**src/sv/wbpc_pkg.sv**
```systemverilog
// ----------------------------------------------------------------------------
// Walker branching package
// Shared types, codes and constants of the walker branching control unit.
// ----------------------------------------------------------------------------
`default_nettype none

package wbpc_pkg;

  localparam int CW = 7;

  localparam logic [1:0] FUNC_LOAD = 2'd0;
  localparam logic [1:0] FUNC_WALK = 2'd1;
  localparam logic [1:0] FUNC_GEN  = 2'd2;

  localparam logic [1:0] KIND_VERDICT = 2'd0;
  localparam logic [1:0] KIND_COPY    = 2'd1;
  localparam logic [1:0] KIND_MOVE    = 2'd2;
  localparam logic [1:0] KIND_DONE    = 2'd3;

  localparam logic [1:0] REG_TIME_STEP = 2'd0;
  localparam logic [1:0] REG_TRIAL     = 2'd1;
  localparam logic [1:0] REG_HALFWIDTH = 2'd2;
  localparam logic [1:0] REG_CAPACITY  = 2'd3;

  localparam logic [15:0] RST_TIME_STEP = 16'd655;
  localparam logic [30:0] RST_HALFWIDTH = 31'd1310720;
  localparam logic [6:0]  RST_CAPACITY  = 7'd64;

  localparam logic [17:0] LOG2E_Q16  = 18'd94548;
  localparam logic [12:0] EXP_C3     = 13'd5084;
  localparam logic [14:0] EXP_C2     = 15'd14838;
  localparam logic [15:0] EXP_C1     = 16'd45611;
  localparam logic [16:0] EXP_C0     = 17'd65536;
  localparam logic [21:0] WEIGHT_CAP = 22'd655360;

  localparam logic signed [20:0] Y_LO = -21'sd1048576;
  localparam logic signed [20:0] Y_HI = 21'sd262144;

  localparam logic [3:0] CALC_LAST = 4'd8;

  typedef enum logic [2:0] {
    S_IDLE,
    S_CALC,
    S_VERDICT,
    S_COPY,
    S_SCAN,
    S_MOVE,
    S_COUNT,
    S_DONE
  } state_t;

  typedef struct packed {
    logic capture;
    logic do_load;
    logic verdict;
    logic copy;
    logic move;
    logic gen_done;
    logic last;
    logic rd_j;
    logic cmp_init;
    logic inc_i;
    logic dec_j;
    logic cnt_init;
    logic cnt_step;
  } cmd_t;

  typedef struct packed {
    logic [1:0]    func;
    logic          walk_ok;
    logic          out_free;
    logic [CW-1:0] ncopy;
    logic          i_lt_j;
    logic          alive_i;
    logic          alive_j;
    logic          i_ge_cap;
  } sts_t;

endpackage

`default_nettype wire

```
**src/sv/wbpc_ctrl.sv**
```systemverilog
// ----------------------------------------------------------------------------
// Walker branching controller
// Sequences load, walker, copy, compaction and count steps of the datapath.
// ----------------------------------------------------------------------------
`default_nettype none

module wbpc_ctrl (
  input  wire logic          clk,
  input  wire logic          rst_n,
  input  wire logic          in_valid,
  output logic               in_ready,
  input  wire wbpc_pkg::sts_t sts,
  output wbpc_pkg::cmd_t     cmd
);
  import wbpc_pkg::*;

  state_t        state_r, state_nxt;
  logic [3:0]    cnt_r, cnt_nxt;
  logic [CW-1:0] left_r, left_nxt;

  always_ff @(posedge clk) begin
    if (!rst_n) begin
      state_r <= S_IDLE;
      cnt_r   <= '0;
      left_r  <= '0;
    end else begin
      state_r <= state_nxt;
      cnt_r   <= cnt_nxt;
      left_r  <= left_nxt;
    end
  end

  always_comb begin
    state_nxt = state_r;
    cnt_nxt   = cnt_r;
    left_nxt  = left_r;
    cmd       = '0;
    in_ready  = 1'b0;
    case (state_r)
      S_IDLE: begin
        in_ready = 1'b1;
        cnt_nxt  = '0;
        if (in_valid) begin
          cmd.capture = 1'b1;
          case (sts.func)
            FUNC_LOAD: cmd.do_load = 1'b1;
            FUNC_WALK: if (sts.walk_ok) state_nxt = S_CALC;
            FUNC_GEN: begin
              cmd.cmp_init = 1'b1;
              state_nxt    = S_SCAN;
            end
            default: state_nxt = S_IDLE;
          endcase
        end
      end
      S_CALC: begin
        cnt_nxt = cnt_r + 4'd1;
        if (cnt_r == CALC_LAST) state_nxt = S_VERDICT;
      end
      S_VERDICT: begin
        if (sts.out_free) begin
          cmd.verdict = 1'b1;
          cmd.last    = (sts.ncopy == '0);
          left_nxt    = sts.ncopy;
          state_nxt   = (sts.ncopy == '0) ? S_IDLE : S_COPY;
        end
      end
      S_COPY: begin
        if (sts.out_free) begin
          cmd.copy = 1'b1;
          cmd.last = (left_r == CW'(1));
          left_nxt = left_r - CW'(1);
          if (left_r == CW'(1)) state_nxt = S_IDLE;
        end
      end
      S_SCAN: begin
        cmd.rd_j = 1'b1;
        if (!sts.i_lt_j) begin
          cmd.cnt_init = 1'b1;
          state_nxt    = S_COUNT;
        end else if (sts.alive_i) begin
          cmd.inc_i = 1'b1;
        end else if (!sts.alive_j) begin
          cmd.dec_j = 1'b1;
        end else begin
          state_nxt = S_MOVE;
        end
      end
      S_MOVE: begin
        cmd.rd_j = 1'b1;
        if (sts.out_free) begin
          cmd.move  = 1'b1;
          state_nxt = S_SCAN;
        end
      end
      S_COUNT: begin
        if (sts.i_ge_cap) state_nxt = S_DONE;
        else cmd.cnt_step = 1'b1;
      end
      S_DONE: begin
        if (sts.out_free) begin
          cmd.gen_done = 1'b1;
          cmd.last     = 1'b1;
          state_nxt    = S_IDLE;
        end
      end
      default: state_nxt = S_IDLE;
    endcase
  end

endmodule

`default_nettype wire

```
**config.mk**
```make
export PLATFORM = sky130hd
export DESIGN_NAME = wbpc_ctrl
export DESIGN_NICKNAME = d
export VERILOG_FILES = /design/src/sv/wbpc_pkg.sv /design/src/sv/wbpc_ctrl.sv
export SDC_FILE = /design/constraint.sdc
export NUM_CORES = 1
export LEC_CHECK = 0
export ABC_AREA = 1
export CAP_MARGIN = 0
export CORE_MARGIN = 4
export CORE_UTILIZATION = 53
export DETAILED_ROUTE_END_ITERATION = 6
export DONT_BUFFER_PORTS = 1
export PLACE_DENSITY = 0.75
export SLEW_MARGIN = 40
export SYNTH_ARGS = -nofsm -noshare
export SYNTH_HDL_FRONTEND = slang
export SYNTH_SLANG_ARGS = --single-unit
```
**constraint.sdc**
```tcl
create_clock -name clk -period 1.7 [get_ports clk]
set_input_delay 0.17 -clock clk [delete_from_list [all_inputs] [get_ports clk]]
set_output_delay 0.17 -clock clk [all_outputs]
set_load 0.1 [all_outputs]
```
==> key figures <==
Synthesis
  – Synth area leader: dfxtp_1
  – Sequential area share after synthesis: 25.5%
  – Synthesized cell area: 0.00110 mm²
  – Post-synthesis adder-cell area fraction: 4.55%
  – Ys async rst share: 0%
  – Simple-gate area share of the yosys netlist: 40.4%
  – Syn nets: 202
  – Most used flip-flop cell after synthesis: dfxtp_1
  – Synth Warn #: 0
  – Mux cell area share after synthesis: 0%
  – Syn Inst Count: 180
  – Avg Inst Size Synth: 6.11 µm²
  – Compound-cell area share of the yosys netlist: 14.8%
  – Yosys cell types: 26
  – Commonest cells post-synth: 38 x nand2_1, 31 x nor2_1, 24 x inv_1
  – Register bit total from synthesis: 14
  – Largest family of logic cells by synthesized area: simple AND/OR/NAND/NOR gates
  – Count leader, synth: nand2_1
  – Synth area leaders: dfxtp_1 25%, nand2_1 13%, nor2_1 11%
  – Xor-xnor portion of the synthesized cell area: 2.39%
  – Number of synthesized flops with an enable pin: 0
  – Yosys top cell area share: 25.5%

CTS
  – Clock root buffer: clkbuf_4
  – Total CTS buffers: 3
  – H-tree levels: 1
  – Clock latency on the worst-skew pair: 290 ps
  – TritonCTS clock tree: done
  – Clock-pin slew on the worst setup and hold paths: 100 ps
  – Deepest clock path buffer count: 2
  – CTS Sinks: 14

Die
  – Num rows: 16
  – Die width: 53.6 µm
  – Initial Util: 56.1%
  – Die area: 0.00287 mm²
  – I/O pin cnt: 32
  – Vert. Die Dim: 53.6 µm
  – Core box area: 0.00196 mm²

Drt
  – Via density per instance: 5.79
  – Post-route ant nets: 0
  – DRT Wirelength: 3410 µm
  – Wire per inst: 14.9 µm
  – Pre-Repair DR Iteration Count: 5
  – Initial DRC count: 76
  – DRC Markers: 0
  – Routed vias: 1321

Power and ir drop
  – Maximum vdd drop: 0.00149 V
  – Power consumption: 2.19 mW
  – Lkg Pwr: 0.682 nW
  – Power per cell area: 1420 mW/mm²

Cells and area
  – ANT cells: 0
  – Layout cells sized above 1: 28.9%
  – Layout Area Growth over Synthesis: 40.5%
  – Layout Nets: 224
  – Design Area, Final: 0.00155 mm²
  – Fillers: 150
  – Fin util: 78.8%

Critical path
  – Worst setup SP type: flop
  – Critical path arrival: 1590 ps
  – CP Class: reg2out
  – CP required: 1530 ps
  – Critical path fanouts, max: 3
  – Crit. End Element: output port

STA
  – Max-slew violations: 0
  – Max Clk Rate: 0.569 GHz
  – PnR worst setup slack: -57.3 ps
  – Unrepaired setup endpoints after global routing: true
  – Final period util: 103%
  – Final setup viols: 1
  – Slew headroom: 72.2%
  – Hold Worst Slack: -1.48 ps
  – Hold Violations, Final: 1
  – Minimum clock period: 1760 ps
  – Worst slew pin tran: 414 ps
  – Clk_skew: 6.21 ps

Placed design
  – Dpl cell area: 0.00145 mm²
  – Port Buf Inserts: 0
  – Placer Congestion: 0.957
  – Dpl hpwl: 2480 µm

GRT
  – Initial antenna violation count: 0
  – Total GRT Usage: 26.0%
  – Vias in the first global route: 1264
  – Grt ovf: 0
  – First-pass GRT wire length: 5490 µm
  – Largest net degree at the start of global routing: 12

Outcome
  – Outcome: finished with violations
  – Failing checks: negative hold slack, negative setup slack

Job
  – Max-cap violation count: 0

Min path
  – Hold Path Class: in2reg
==> critical path: stages (launching register included) <==
cell and delay (ps):
dfxtp_2 350, inv_2 70, ha_4 120, inv_2 30
nor2_2 110, nand3_1 90, nand2_1 90, o211ai_1 110
o21ai_2 110, buf_12 200
==> stage by stage <==
step / setup TNS (ps) / worst slack, ps / hold slack [ps] / std cells
after global placement: 0 / 250 / 294 / 221
after CTS: -59.4 / -43.2 / 7.76 / 226
after global routing: -117 / -117 / 13.2 / 228
after detailed placement: 0 / 213 / 303 / 221
after floorplan: -645 / -275 / 290 / 180
final: -57.3 / -57.3 / -1.48 / 228
==> registers in the layout, indices dropped and copies added (netlist names) <==
name / count
left_r: 7
cnt_r: 4
state_r: 3
==> cell type report <==
| cell class | instances | area [µm²] | share of cell area, % |
|---|---|---|---|
| Multi-Input combinational cell | 135 | 763 | 49.4 |
| Timing Repair Buffer | 21 | 310 | 20.1 |
| Tap cell | 27 | 33.8 | 2.19 |
| Sequential cell | 14 | 294 | 19.0 |
| Inverter | 27 | 108 | 6.96 |
| Clock buffer | 4 | 36.3 | 2.35 |
==> timing repair <==
| item | 4_1_cts | 5_1_grt |
|---|---|---|
| buffers inserted | 0 | 2 |
| setup endpoints to repair | 4 | 6 |
| gates resized for setup | 6 | 9 |
| pin swaps | 1 | 3 |
| hold buffers | 1 | 0 |
| hold endpoints to repair | 1 | 0 |
| gates cloned | 0 | 0 |
==> power by group <==
group	internal, mW	total, mW	switching [mW]	leakage [nW]
logic	0.451	1.44	0.988	0.544
clock network	0.130	0.251	0.121	0.0210
registers	0.405	0.503	0.0979	0.117
total	0.987	2.19	1.21	0.682
==> routing by layer <==
layer  part of all wire (%)  track usage, %  up-vias
li1                       -               -      620
met1                     40            31.1      601
met2                     48            44.7       88
met3                    9.5            5.26       12
met4                    2.0            11.1        0
met5                      0               0        -
==> placed cells by master (no fill, tap or decap), types with 2 or more instances in the layout <==
| master | count |
|---|---|
| nand2_1 | 37 |
| nor2_1 | 23 |
| inv_1 | 21 |
| a21oi_1 | 15 |
| nand3_1 | 12 |
| buf_12 | 12 |
| dfxtp_1 | 9 |
| buf_4 | 8 |
| nor2_2 | 7 |
| nor2_4 | 5 |
| inv_2 | 4 |
| nand2_2 | 4 |
| nand4_1 | 4 |
| o21ai_1 | 4 |
| o211ai_1 | 3 |
| o21ai_2 | 3 |
| o21ai_0 | 3 |
| ha_1 | 3 |
| clkbuf_4 | 3 |
| dfxtp_4 | 3 |
| nor3_1 | 2 |
| xor2_1 | 2 |
| dfxtp_2 | 2 |
==> cells by family after synthesis <==
| logic type | after synthesis |
|---|---|
| AO/OA/AOI/OAI | 29 |
| XOR/XNOR | 3 |
| adder cells (fa/ha/maj) | 4 |
| buffers and inverters | 31 |
| flip-flops | 14 |
| AND/OR/NAND/NOR | 99 |
==> final timing paths <==
path / startpoint / to / slack [ps] / cells after the start
max: left_r[1] / cmd[6] / -60 / 9
min: rst_n / state_r[0] / -1 / 2
max reg2reg: left_r[1] / state_r[0] / 160 / 11
min reg2reg: left_r[1] / left_r[1] / 500 / 2
Note: power is estimated with default switching activity, not from simulation.
